==> src/rtl/pip_pkg.sv <==
package pip_pkg;

   localparam int VERTEX_INDEX_W = 5;
   localparam int IN_COORD_W     = 32;
   localparam int SIDES_W        = 6;
   localparam int TOL_W          = 16;
   localparam int COUNT_W        = 6;
   localparam int QUOT_W         = 63;
   localparam int NUDGE_FACTOR   = 10;
   localparam int SLACK_MUL      = 67109;
   localparam int SLACK_W        = 7;

   localparam logic FUNC_LOAD  = 1'b0;
   localparam logic FUNC_QUERY = 1'b1;

   localparam logic REG_NUM_SIDES = 1'b0;
   localparam logic REG_TOLERANCE = 1'b1;

   localparam logic [SIDES_W-1:0] NUM_SIDES_RESET = 6'd3;
   localparam logic [TOL_W-1:0]   TOLERANCE_RESET = 16'd1;

   typedef struct packed {
      logic                         func;
      logic [VERTEX_INDEX_W-1:0]    vertex_index;
      logic signed [IN_COORD_W-1:0] coord_x;
      logic signed [IN_COORD_W-1:0] coord_y;
   } pip_req_type;

   typedef struct packed {
      logic               inside_res;
      logic               on_boundary;
      logic [COUNT_W-1:0] crossing_count;
   } pip_rsp_type;

   typedef enum logic [3:0] {
      ST_IDLE,
      ST_FIRST,
      ST_NEXT,
      ST_EDGE,
      ST_MUL,
      ST_START,
      ST_DIV,
      ST_FINAL,
      ST_DONE
   } pip_state_type;

   typedef enum logic [1:0] {
      EDGE_MISS,
      EDGE_CROSS,
      EDGE_ON,
      EDGE_CALC
   } pip_edge_type;

endpackage

==> src/rtl/pip_divider.sv <==
module pip_divider #(
   parameter int NUM_W = 66,
   parameter int DEN_W = 33
) (
   input  logic                        clock,
   input  logic                        reset,
   input  logic                        start,
   input  logic [NUM_W-1:0]            num,
   input  logic [DEN_W-1:0]            den,
   output logic                        done,
   output logic [pip_pkg::QUOT_W-1:0]  quot
);

   localparam int CTW = $clog2(NUM_W + 1);
   localparam int QW  = pip_pkg::QUOT_W;

   logic [NUM_W-1:0] dvd_ff;
   logic [DEN_W-1:0] den_ff;
   logic [DEN_W-1:0] rem_ff;
   logic [QW-1:0]    q_ff;
   logic             sat_ff;
   logic [CTW-1:0]   cnt_ff;
   logic             busy_ff;
   logic             done_ff;

   logic [DEN_W:0]   rem_sh;
   logic             ge;
   logic [DEN_W:0]   rem_sub;

   always_comb begin
      rem_sh  = {rem_ff, dvd_ff[NUM_W-1]};
      ge      = rem_sh >= {1'b0, den_ff};
      rem_sub = ge ? (rem_sh - {1'b0, den_ff}) : rem_sh;
   end

   always_ff @(posedge clock) begin
      if (reset) begin
         busy_ff <= 1'b0;
         done_ff <= 1'b0;
      end else begin
         done_ff <= busy_ff && (cnt_ff == CTW'(1));
         if (start) begin
            busy_ff <= 1'b1;
         end else if (busy_ff && (cnt_ff == CTW'(1))) begin
            busy_ff <= 1'b0;
         end
      end
   end

   always_ff @(posedge clock) begin
      if (start) begin
         dvd_ff <= num;
         den_ff <= den;
         rem_ff <= '0;
         q_ff   <= '0;
         sat_ff <= 1'b0;
         cnt_ff <= CTW'(NUM_W);
      end else if (busy_ff) begin
         dvd_ff <= {dvd_ff[NUM_W-2:0], 1'b0};
         rem_ff <= rem_sub[DEN_W-1:0];
         q_ff   <= {q_ff[QW-2:0], ge};
         sat_ff <= sat_ff | (ge && (int'(cnt_ff) > QW));
         cnt_ff <= cnt_ff - CTW'(1);
      end
   end

   // quotient saturates at 2^62
   always_comb begin
      if (sat_ff || (q_ff[QW-1] && (|q_ff[QW-2:0]))) begin
         quot = {1'b1, {(QW-1){1'b0}}};
      end else begin
         quot = q_ff;
      end
   end

   assign done = done_ff;

endmodule

==> config.mk <==
export PLATFORM = sky130hd
export DESIGN_NAME = pip_divider
export DESIGN_NICKNAME = d
export VERILOG_FILES = /design/src/rtl/pip_pkg.sv /design/src/rtl/pip_divider.sv
export SDC_FILE = /design/constraint.sdc
export NUM_CORES = 1
export LEC_CHECK = 0
export BUFFER_PORTS_ARGS = -buffer_cell sky130_fd_sc_hd__buf_2
export CORE_AREA = 2 2 156 234
export CTS_CLUSTER_DIAMETER = 40
export DETAILED_ROUTE_END_ITERATION = 16
export DIE_AREA = 0 0 158 236
export HOLD_SLACK_MARGIN = 0.15
export PLACE_DENSITY = 0.53
export SYNTH_ARGS = -nofsm -noshare
export SYNTH_HDL_FRONTEND = slang
export SYNTH_SLANG_ARGS = --single-unit
export TNS_END_PERCENT = 30
==> constraint.sdc <==
create_clock -name clock -period 3.3 [get_ports clock]
set_input_delay 0.66 -clock clock [delete_from_list [all_inputs] [get_ports clock]]
set_output_delay 0.66 -clock clock [all_outputs]
set_load 0.1 [all_outputs]
==> results of run 1 <==
-- critical path, cell delays in order (launching register included) --
cell,delay [ps]
dfxtp_4,360
nor4_4,350
nand4_1,240
nor4_4,320
buf_6,170
nor2_2,110
buf_8,220
nor2b_2,150
buf_12,190
-- report_power, final --
part	total, mW	internal (mW)	switching [mW]
sequential	2.93	2.86	0.0714
combinational	1.11	0.465	0.646
clock	3.31	2.02	1.28
total	7.34	5.34	2.00
-- how the worst max path moves through the flow --
stage | to | slack [ps]
final | quot[15] | -20
after CTS | quot[5] | -80
after detailed placement | quot[35] | 140
after floorplan | quot[10] | 0.6
after global placement | quot[35] | 70
after global routing | quot[49] | -110
-- layout make-up --
class                      count  area (um^2)  area share (%)
clock buffer                  42          936            6.46
antenna                        2         5.00          0.0345
inverter                      50          188            1.30
multi-input combinational    705         5420            37.4
timing repair buffer         194         2100            14.5
clock inverter                16          131           0.907
tap                          478          598            4.13
sequential                   205         5110            35.3
-- sequential cells by signal, summed over array words and instances (netlist names) --
signal	flops
dvd_ff	66
q_ff	63
cnt_ff	7
sat_ff	1
done	1
rem_ff	33
busy_ff	1
den_ff	33
-- cell usage after synthesis (13+ instances only) --
cell and n:
nor4_1 18, a311oi_1 28, dfxtp_1 106, nand2_1 79, a21o_1 14, xor2_1 13
ha_1 36, mux2_2 66, clkbuf_1 31, nor2b_1 64, xnor2_1 16, edfxtp_1 99
buf_1 13, nor2_1 120, mux2i_1 66, inv_1 50, a21oi_1 38, o21ai_0 24
-- cells by family after synthesis --
family | after synthesis | share of synthesized area, %
mux | 132 | 13.5
compound gates | 160 | 11.0
fa+ha+maj | 37 | 4.51
flops | 205 | 48.9
simple gates | 343 | 15.8
buf+inv | 104 | 3.94
xor+xnor | 29 | 2.44
-- through the flow --
step           area (um^2)  util [%]  hold WS (ps)  instances  total power, mW
6_report             14500      40.8           269       1692             7.34
5_1_grt              14500      40.8           241       1692             7.71
4_1_cts              14100      39.7           234       1680             7.46
3_5_place_dp         12800      35.9           485       1618             4.05
3_3_place_gp         12800      35.9           482       1618             4.04
2_1_floorplan        10400         -           451       1010             3.74
-- layer usage --
| layer | GRT usage [%] | up-vias | wire length (um) |
|---|---|---|---|
| met2 | 26.0 | 177 | 14600 |
| met5 | 0 | - | 0 |
| met1 | 15.7 | 3824 | 10800 |
| met3 | 2.17 | 59 | 1080 |
| met4 | 6.93 | 0 | 1090 |
| li1 | - | 4000 | - |
-- timing repair --
item                                    in CTS  in global routing
endpoints found under the setup margin      62                 63
pin swaps                                    4                  8
buffers inserted                             3                  2
gates cloned                                 1                  8
gates resized for setup                     74                 54
==> impl_metrics.json, run 1 <==
{
  "antenna_found_initial": 2,
  "synth_ff_type": "dfxtp_1",
  "clockBufferDepth": 3,
  "post-place-ws_ps": 142,
  "layout_commonest_cell": "nor2_1",
  "cts_tree": "yes",
  "grt_max_degree": 103,
  "hold_buffers": 0,
  "rr_startpoint": "dvd_ff[65]$_DFFE_PP_",
  "core_area_mm2": 0.0355,
  "hp-class": "input port to register",
  "drive_above_1_share_pct": 33.3,
  "critical_path.startpoint": "q_ff[35]$_SDFFE_PP0P_",
  "min-delay-start": "den[21]",
  "cp-start-kind": "register",
  "clock_skew_ps": 9.14,
  "rows": 85,
  "fp.dieH_um": 236,
  "setup_viol_count_final": 20,
  "async_reset_ff_share_pct": 0,
  "drc_errors": 0,
  "fin_crit_ps": 3320,
  "leakage_nw": 5.86,
  "wirelength_mm": 27.6,
  "hold_end": "den_ff[21]$_DFFE_PP_",
  "worst_slew_pin_slew_ps": 1050,
  "synth-seq-cells": 205,
  "synth_edf_count": 99,
  "cts-root-buf": "clkbuf_16",
  "critPathRequiredTime_ps": 2640,
  "violations": "negative setup slack",
  "worst-path-max-fanout": 5,
  "whs_path_depth": 1,
  "fin_ws_ps": -24.3,
  "io_pins": 166,
  "initial_core_util_pct": 29.4,
  "grt_pass1_vias": 8270,
  "critPathKind": "register to primary output",
  "numCtsBuffers": 31,
  "synth.area.top_cells": "edfxtp_1 29%, dfxtp_1 20%, mux2_2 7.1%",
  "ir_worst_vdd_v": 0.000350,
  "synth_largest_area_cell": "edfxtp_1",
  "syn_inst": 1010,
  "status": "finished with violations",
  "final_max_slew_viol_count": 0,
  "finalCritPeriodShare_pct": 101,
  "fin_setup_tns_ps": -165,
  "gp_congestion": 0.848,
  "synth_top_area_share_pct": 28.5,
  "via_count": 8060,
  "grt_pass1_wl_mm": 42.5,
  "grt_setup_unrepaired": "yes",
  "first_iter_violations": 398,
  "endpoint_kind": "primary output",
  "synth_nets": 1149,
  "reg2reg_depth": 12,
  "cts.sinks": 205,
  "ys_types": 64,
  "drt-pass1-iter-count": 4,
  "antenna_left": 0,
  "dp_hpwl_mm": 18.6,
  "fillCellCount": 3524,
  "dieArea_mm2": 0.0373,
  "netlist_area_mm2": 0.0104,
  "p_per_area_mw_per_mm2": 507,
  "syn_area_per_cell_um2": 10.3,
  "max-cap-violations": 0,
  "crit_arrival_ps": 2660,
  "syn_to_final_growth_pct": 39.0,
  "grt_usage_pct": 14.2,
  "clock.fmax_mhz": 301,
  "finalHoldViolations": 0,
  "clk_pin_slew_ps": 60,
  "vias_per_cell": 4.76,
  "yosysWarnings": 0,
  "ff2ff_setup_slack_ps": 230,
  "r2r_end": "rem_ff[0]$_SDFFE_PP0P_",
  "htreeDepth": 1,
  "grt_overflow": 0,
  "wl_per_cell_um": 16.3,
  "yosysSeqAreaShare_pct": 48.9,
  "io_buffers": 165,
  "nets": 1326,
  "final_cell_mix": "119 x nor2_1, 102 x buf_2, 99 x dfxtp_1, 99 x edfxtp_1, 79 x nand2_1",
  "insertion_delay_ps": 560,
  "die_x_um": 158,
  "slew_headroom_pct": 29.9
}
No activity file was read; power rests on OpenSTA's default activity.
==> run 2: changes to the inputs <==
- CELL_PAD_IN_SITES_DETAIL_PLACEMENT: default -> 1
- CELL_PAD_IN_SITES_GLOBAL_PLACEMENT: default -> 1
- PLACE_DENSITY: 0.53 -> 0.63
==> run 2 against run 1 <==
The run now ends clean. Cell area decreased by 2.1%. Combinational power about the same. Sequential power about the same. Non-clock buffer count is 13 lower. Count of clock-buffer cells in the layout fell by 3. Clock skew up 21 ps. Maximum frequency rose by 3.2%. Flip-flop and latch count did not move. First-iteration DRC count down 20%. Utilization down 0.86 points. Register-to-register slack improved by 80 ps. Largest cell class unchanged. Largest power group unchanged.
==> impl_metrics.json, run 2 (synthesis results as in run 1) <==
{
  "rows": 85,
  "largest_register_ffs": 66,
  "rr_startpoint": "dvd_ff[65]$_DFFE_PP_",
  "leakage_nw": 5.80,
  "die_x_um": 158,
  "final_area_mm2": 0.0142,
  "grt_max_degree": 136,
  "vias_per_cell": 4.80,
  "clockBufferDepth": 3,
  "r2r_end": "rem_ff[22]$_SDFFE_PP0P_",
  "cts.sinks": 205,
  "wirelength_mm": 28.3,
  "grt_overflow": 0,
  "critical_path.startpoint": "q_ff[44]$_SDFFE_PP0P_",
  "finalCritPeriodShare_pct": 97.6,
  "worst_slew_pin_slew_ps": 1060,
  "p_switching_mw": 2.16,
  "diodes": 0,
  "ff2ff_setup_slack_ps": 310,
  "insertion_delay_ps": 520,
  "grt_setup_unrepaired": "yes",
  "layout_commonest_cell": "nor2_1",
  "pwr-share-seq_pct": 37.9,
  "wl_per_cell_um": 16.9,
  "crit_slowest_cell": "nor4_1",
  "total_power_mw": 7.76,
  "fin_crit_ps": 3220,
  "clock.fmax_mhz": 311,
  "cp_common_cell": "buf_12",
  "first_iter_violations": 319,
  "final_max_slew_viol_count": 0,
  "fin_ws_ps": 79.8,
  "syn_to_final_growth_pct": 36.0,
  "fp.dieH_um": 236,
  "clk_pin_slew_ps": 70,
  "grt_usage_pct": 15.3,
  "cts_tree": "yes",
  "drc_errors": 0,
  "top_register": "dvd_ff",
  "endpoint_kind": "primary output",
  "hp-class": "input port to register",
  "post_cts_buffers": 0,
  "p_per_area_mw_per_mm2": 547,
  "htreeDepth": 2,
  "status": "complete, no violations",
  "p_clk_share_pct": 48.0,
  "critical-path-max-stage-delay_ps": 430,
  "finalHoldViolations": 0,
  "fillCellCount": 3930,
  "drt-pass1-iter-count": 5,
  "gp_congestion": 0.837,
  "fin_setup_tns_ps": 0,
  "antenna_found_initial": 0,
  "clock_skew_ps": 30.6,
  "reg2reg_depth": 13,
  "postPlaceCellArea_mm2": 0.0128,
  "initial_core_util_pct": 29.4,
  "nets": 1312,
  "cts-root-buf": "clkbuf_16",
  "dieArea_mm2": 0.0373,
  "drive_above_1_share_pct": 32.6,
  "final_cell_mix": "119 x nor2_1, 105 x dfxtp_1, 102 x buf_2",
  "io_buffers": 165,
  "endpoint": "quot[31]",
  "crit_chain": "nor4_1, nand4_1, nor4_2, buf_4, nor2_4, buf_12, nor2b_2, buf_12",
  "via_count": 8049,
  "io_pins": 166,
  "antenna_left": 0,
  "grt_pass1_wl_mm": 45.3,
  "core_area_mm2": 0.0355,
  "biggestRegsByFlops": "dvd_ff (66), q_ff (63)",
  "cp-start-kind": "register",
  "whs_ps": 308,
  "combPwrFrac_pct": 14.1,
  "ir_worst_vdd_v": 0.000394,
  "swShare_pct": 27.8,
  "grt_pass1_vias": 8531,
  "p_int_mw": 5.60,
  "numCtsBuffers": 34,
  "slew_headroom_pct": 29.3,
  "dp_hpwl_mm": 19.9,
  "crit_arrival_ps": 2560,
  "post-place-ws_ps": 303,
  "setup_viol_count_final": 0,
  "critPathKind": "register to primary output",
  "max-cap-violations": 0,
  "critPathRequiredTime_ps": 2640,
  "worst-path-max-fanout": 40
}
## run 2: repair_timing
item,in CTS,in global routing
gates cloned,0,0
setup endpoints to repair,62,52
hold buffers,0,0
gates resized for setup,21,54
pin swaps,1,4
## run 2: worst min path at each step
stage	from	end	slack, ps	cells past startpoint
floorplan	rem_ff[15]$_SDFFE_PP0P_	rem_ff[15]$_SDFFE_PP0P_	450	2
global placement	q_ff[62]$_SDFFE_PP0P_	q_ff[62]$_SDFFE_PP0P_	480	2
detailed placement	q_ff[62]$_SDFFE_PP0P_	q_ff[62]$_SDFFE_PP0P_	490	2
CTS	den[3]	den_ff[3]$_DFFE_PP_	280	1
global route	den[3]	den_ff[3]$_DFFE_PP_	300	1
finish	den[3]	den_ff[3]$_DFFE_PP_	310	1
## run 2: cell type report
cell class / instances / area (um^2) / share of cell area, %
Multi-Input combinational cell: 701 / 5170 / 36.4
Sequential cell: 205 / 5100 / 35.9
Timing Repair Buffer: 181 / 1930 / 13.6
Clock buffer: 39 / 942 / 6.64
Tap cell: 478 / 598 / 4.22
Clock inverter: 22 / 256 / 1.81
Inverter: 50 / 188 / 1.32
## run 2: worst max-delay path, delay by kind of cell (launching register included)
family,cells,cell delay (ps)
simple gates,5,1120
buf+inv,3,560
flops,1,330
## run 2: power groups by stage
stage | Sequential, mW | Combinational [mW] | Clock [mW]
final | 2.94 | 1.10 | 3.72
after floorplan | 2.96 | 0.785 | 0
after global placement | 2.99 | 1.08 | 0
after global routing | 2.96 | 1.23 | 3.92
after CTS | 2.94 | 1.11 | 3.85
after detailed placement | 2.99 | 1.10 | 0
## run 2: per-layer routing
metal	track usage (%)	routed length, um
met5	0	0
met1	16.8	11000
met2	29.0	15500
met4	5.95	964
met3	2.22	794
## run 2: metrics by stage
stage | instances | utilization, %
final | 1676 | 39.9
after CTS | 1676 | 39.5
after floorplan | 1010 | -
after detailed placement | 1615 | 35.9
after global placement | 1615 | 35.9
after global routing | 1676 | 39.9
==> run 3: changes to the inputs <==
- ABC_AREA: default -> 1
- CORE_AREA: 2 2 156 234 -> 2 2 159 239
- DIE_AREA: 0 0 158 236 -> 0 0 161 241
- HOLD_SLACK_MARGIN: 0.15 -> default
- PLACE_DENSITY: 0.63 -> 0.66
- clock period: 3.3 -> 3.2 ns (I/O delays scaled with it)
==> run 3 against run 2 <==
Register-to-register slack better by 430 ps. Critical path depth down 1. Flip-flop and latch count unchanged. Synthesized area up 4.3%. Largest cell class is now registers. Count of clock-buffer cells in the layout down 3. Hold slack worse by 47 ps. Combinational power down 53%. Synthesized cell count up 45%. Clock power down 20%. Cell count up 27%. Highest routed layer is now met5. Global-route usage up 0.97 points.
==> impl_metrics.json, run 3 <==
{
  "final_area_mm2": 0.0133,
  "synth_edf_count": 99,
  "cts_tree": "yes",
  "initial_core_util_pct": 29.7,
  "critPathBufInv": 2,
  "via_count": 9699,
  "ff_latch_area_mm2": 0.00509,
  "drt-pass1-iter-count": 5,
  "antenna_left": 0,
  "grt_overflow": 0,
  "numCtsBuffers": 29,
  "p_per_area_mw_per_mm2": 484,
  "setup_viol_count_final": 0,
  "synth_largest_area_cell": "edfxtp_1",
  "r2r_end": "rem_ff[26]$_SDFFE_PP0P_",
  "crit_arrival_ps": 2420,
  "final_cell_mix": "575 x nand2_1, 223 x inv_1, 121 x buf_2",
  "critPathKind": "register to primary output",
  "io_buffers": 165,
  "yosysSeqAreaShare_pct": 46.8,
  "crit_slowest_cell": "dfxtp_1",
  "post-place-ws_ps": 491,
  "first_iter_violations": 324,
  "die_x_um": 161,
  "critPathRequiredTime_ps": 2560,
  "synth_nets": 1605,
  "rr_startpoint": "dvd_ff[65]$_DFFE_PP_",
  "top_register": "dvd_ff",
  "io_pins": 166,
  "status": "complete, no violations",
  "grt_pass1_wl_mm": 51.0,
  "cp-start-kind": "register",
  "finalHoldViolations": 0,
  "grt_usage_pct": 16.3,
  "fin_setup_tns_ps": 0,
  "netlist_area_mm2": 0.0109,
  "cts-root-buf": "clkbuf_16",
  "layout_commonest_cell": "nand2_1",
  "critical-path-max-stage-delay_ps": 320,
  "fin_ws_ps": 141,
  "wirelength_mm": 31.4,
  "syn_inst": 1466,
  "hp-class": "input port to register",
  "rows": 86,
  "endpoint_kind": "primary output",
  "finalCritPeriodShare_pct": 95.6,
  "htreeDepth": 1,
  "wl_per_cell_um": 14.7,
  "dieArea_mm2": 0.0388,
  "antenna_found_initial": 4,
  "hold_end": "den_ff[20]$_DFFE_PP_",
  "synth.area.top_cells": "edfxtp_1 27%, nand2_1 20%, dfxtp_1 20%",
  "synth-seq-cells": 205,
  "worst-path-max-fanout": 43,
  "postPlaceCellArea_mm2": 0.0123,
  "largest_register_ffs": 66,
  "vias_per_cell": 4.55,
  "gp_congestion": 0.814,
  "core_area_mm2": 0.0366,
  "clock_skew_ps": 13.0,
  "ys_types": 38,
  "fillCellCount": 4606,
  "reg2reg_depth": 14,
  "dp_hpwl_mm": 24.0,
  "synth_ff_type": "dfxtp_1",
  "stdcell_count": 2133,
  "worst_slew_pin_slew_ps": 1100,
  "grt_pass1_vias": 10300,
  "numPlacedInstances": 2081,
  "syn_area_per_cell_um2": 7.42,
  "synth_commonest_cells": "575 x nand2_1, 223 x inv_1, 120 x nor2_1, 106 x dfxtp_1, 99 x edfxtp_1",
  "final_max_slew_viol_count": 0,
  "syn_to_final_growth_pct": 22.5,
  "cts.sinks": 205,
  "ir_worst_vdd_v": 0.000421,
  "slew_headroom_pct": 26.7,
  "diodes": 0,
  "hold_buffers": 0,
  "crit_chain": "nor4_1, nand4_1, nor2_2, a21boi_4, buf_12, nor2_1, buf_4",
  "synth_most_common_cell": "nand2_1",
  "drc_errors": 0,
  "whs_ps": 261,
  "whs_path_depth": 1,
  "multiInputGateArea_mm2": 0.00473,
  "fp.dieH_um": 241,
  "ff2ff_setup_slack_ps": 740,
  "grt_max_degree": 69,
  "crit_family": "simple AND/OR/NAND/NOR gates",
  "clk_pin_slew_ps": 60,
  "insertion_delay_ps": 550,
  "async_reset_ff_share_pct": 0,
  "clock.fmax_mhz": 327,
  "biggestRegsByFlops": "dvd_ff (66), q_ff (63)",
  "leakage_nw": 6.69,
  "min-delay-start": "den[20]",
  "fin_crit_ps": 3060,
  "drive_above_1_share_pct": 16.4,
  "clockBufferDepth": 3,
  "grt_setup_unrepaired": "no",
  "max-cap-violations": 0,
  "nets": 1767,
  "synth_top_area_share_pct": 27.3,
  "yosysWarnings": 0
}
-- run 3: changes by cell type after synthesis, sizes merged, moves of 20 or more --
cell	delta
inv	+179
nand3	+56
a311oi	-28
o22ai	+61
nand2	+508
mux2	-66
mux2i	-66
o21ai	-20
nor2b	-64
-- run 3: kinds of logic after synthesis --
family	after synthesis	share of synthesized area [%]
xor+xnor	16	1.29
simple gates	833	32.2
flops	205	46.8
buf+inv	277	10.0
fa+ha+maj	37	4.33
compound gates	98	5.38
-- run 3: layout make-up --
class                           count  area share [%]
Tap cell                          484            4.54
Sequential cell                   205            38.2
Timing Repair Buffer              179            8.47
Inverter                          229            6.47
Clock inverter                     16           0.967
Clock buffer                       36            5.80
Multi-Input combinational cell    984            35.5
-- run 3: how the worst max path moves through the flow --
stage / slack [ps] / end / from / depth (start not counted)
3_5_place_dp: 490 / quot[60] / q_ff[52]$_SDFFE_PP0P_ / 7
4_1_cts: 5 / quot[60] / q_ff[11]$_SDFFE_PP0P_ / 7
5_1_grt: 10 / quot[19] / q_ff[3]$_SDFFE_PP0P_ / 7
6_report: 140 / quot[35] / q_ff[3]$_SDFFE_PP0P_ / 7
2_1_floorplan: -230 / quot[10] / sat_ff$_SDFFE_PP0P_ / 5
3_3_place_gp: 510 / quot[23] / q_ff[52]$_SDFFE_PP0P_ / 7
-- run 3: where the power goes --
group	switching, mW	internal [mW]	total, mW	leakage [nW]
Sequential	0.0419	2.91	2.95	1.86
Combinational	0.340	0.176	0.516	4.40
Clock	1.24	1.74	2.99	0.435
Total	1.62	4.83	6.45	6.69
-- run 3: per-stage QoR --
| stage | total power [mW] | util (%) |
|---|---|---|
| 6_report | 6.45 | 36.4 |
| 3_5_place_dp | 3.53 | 33.5 |
| 3_3_place_gp | 3.52 | 33.5 |
| 4_1_cts | 6.57 | 36.3 |
| 2_1_floorplan | 3.32 | - |
| 5_1_grt | 6.74 | 36.4 |
-- run 3: metal layers --
metal	wire length, um	part of all wire (%)	vias to the layer above	global-route usage [%]
met4	707	2.3	8	4.95
met2	17800	57	141	33.3
met1	11700	37	4567	16.6
li1	-	-	4934	-
met3	1150	3.7	49	2.63
met5	48	0.15	-	0
-- run 3: repair_timing --
item                       4_1_cts  5_1_grt
buffers inserted                 0        0
gates resized for setup         43       14
pin swaps                        0        1
gates cloned                     0        0
setup endpoints to repair       43       43
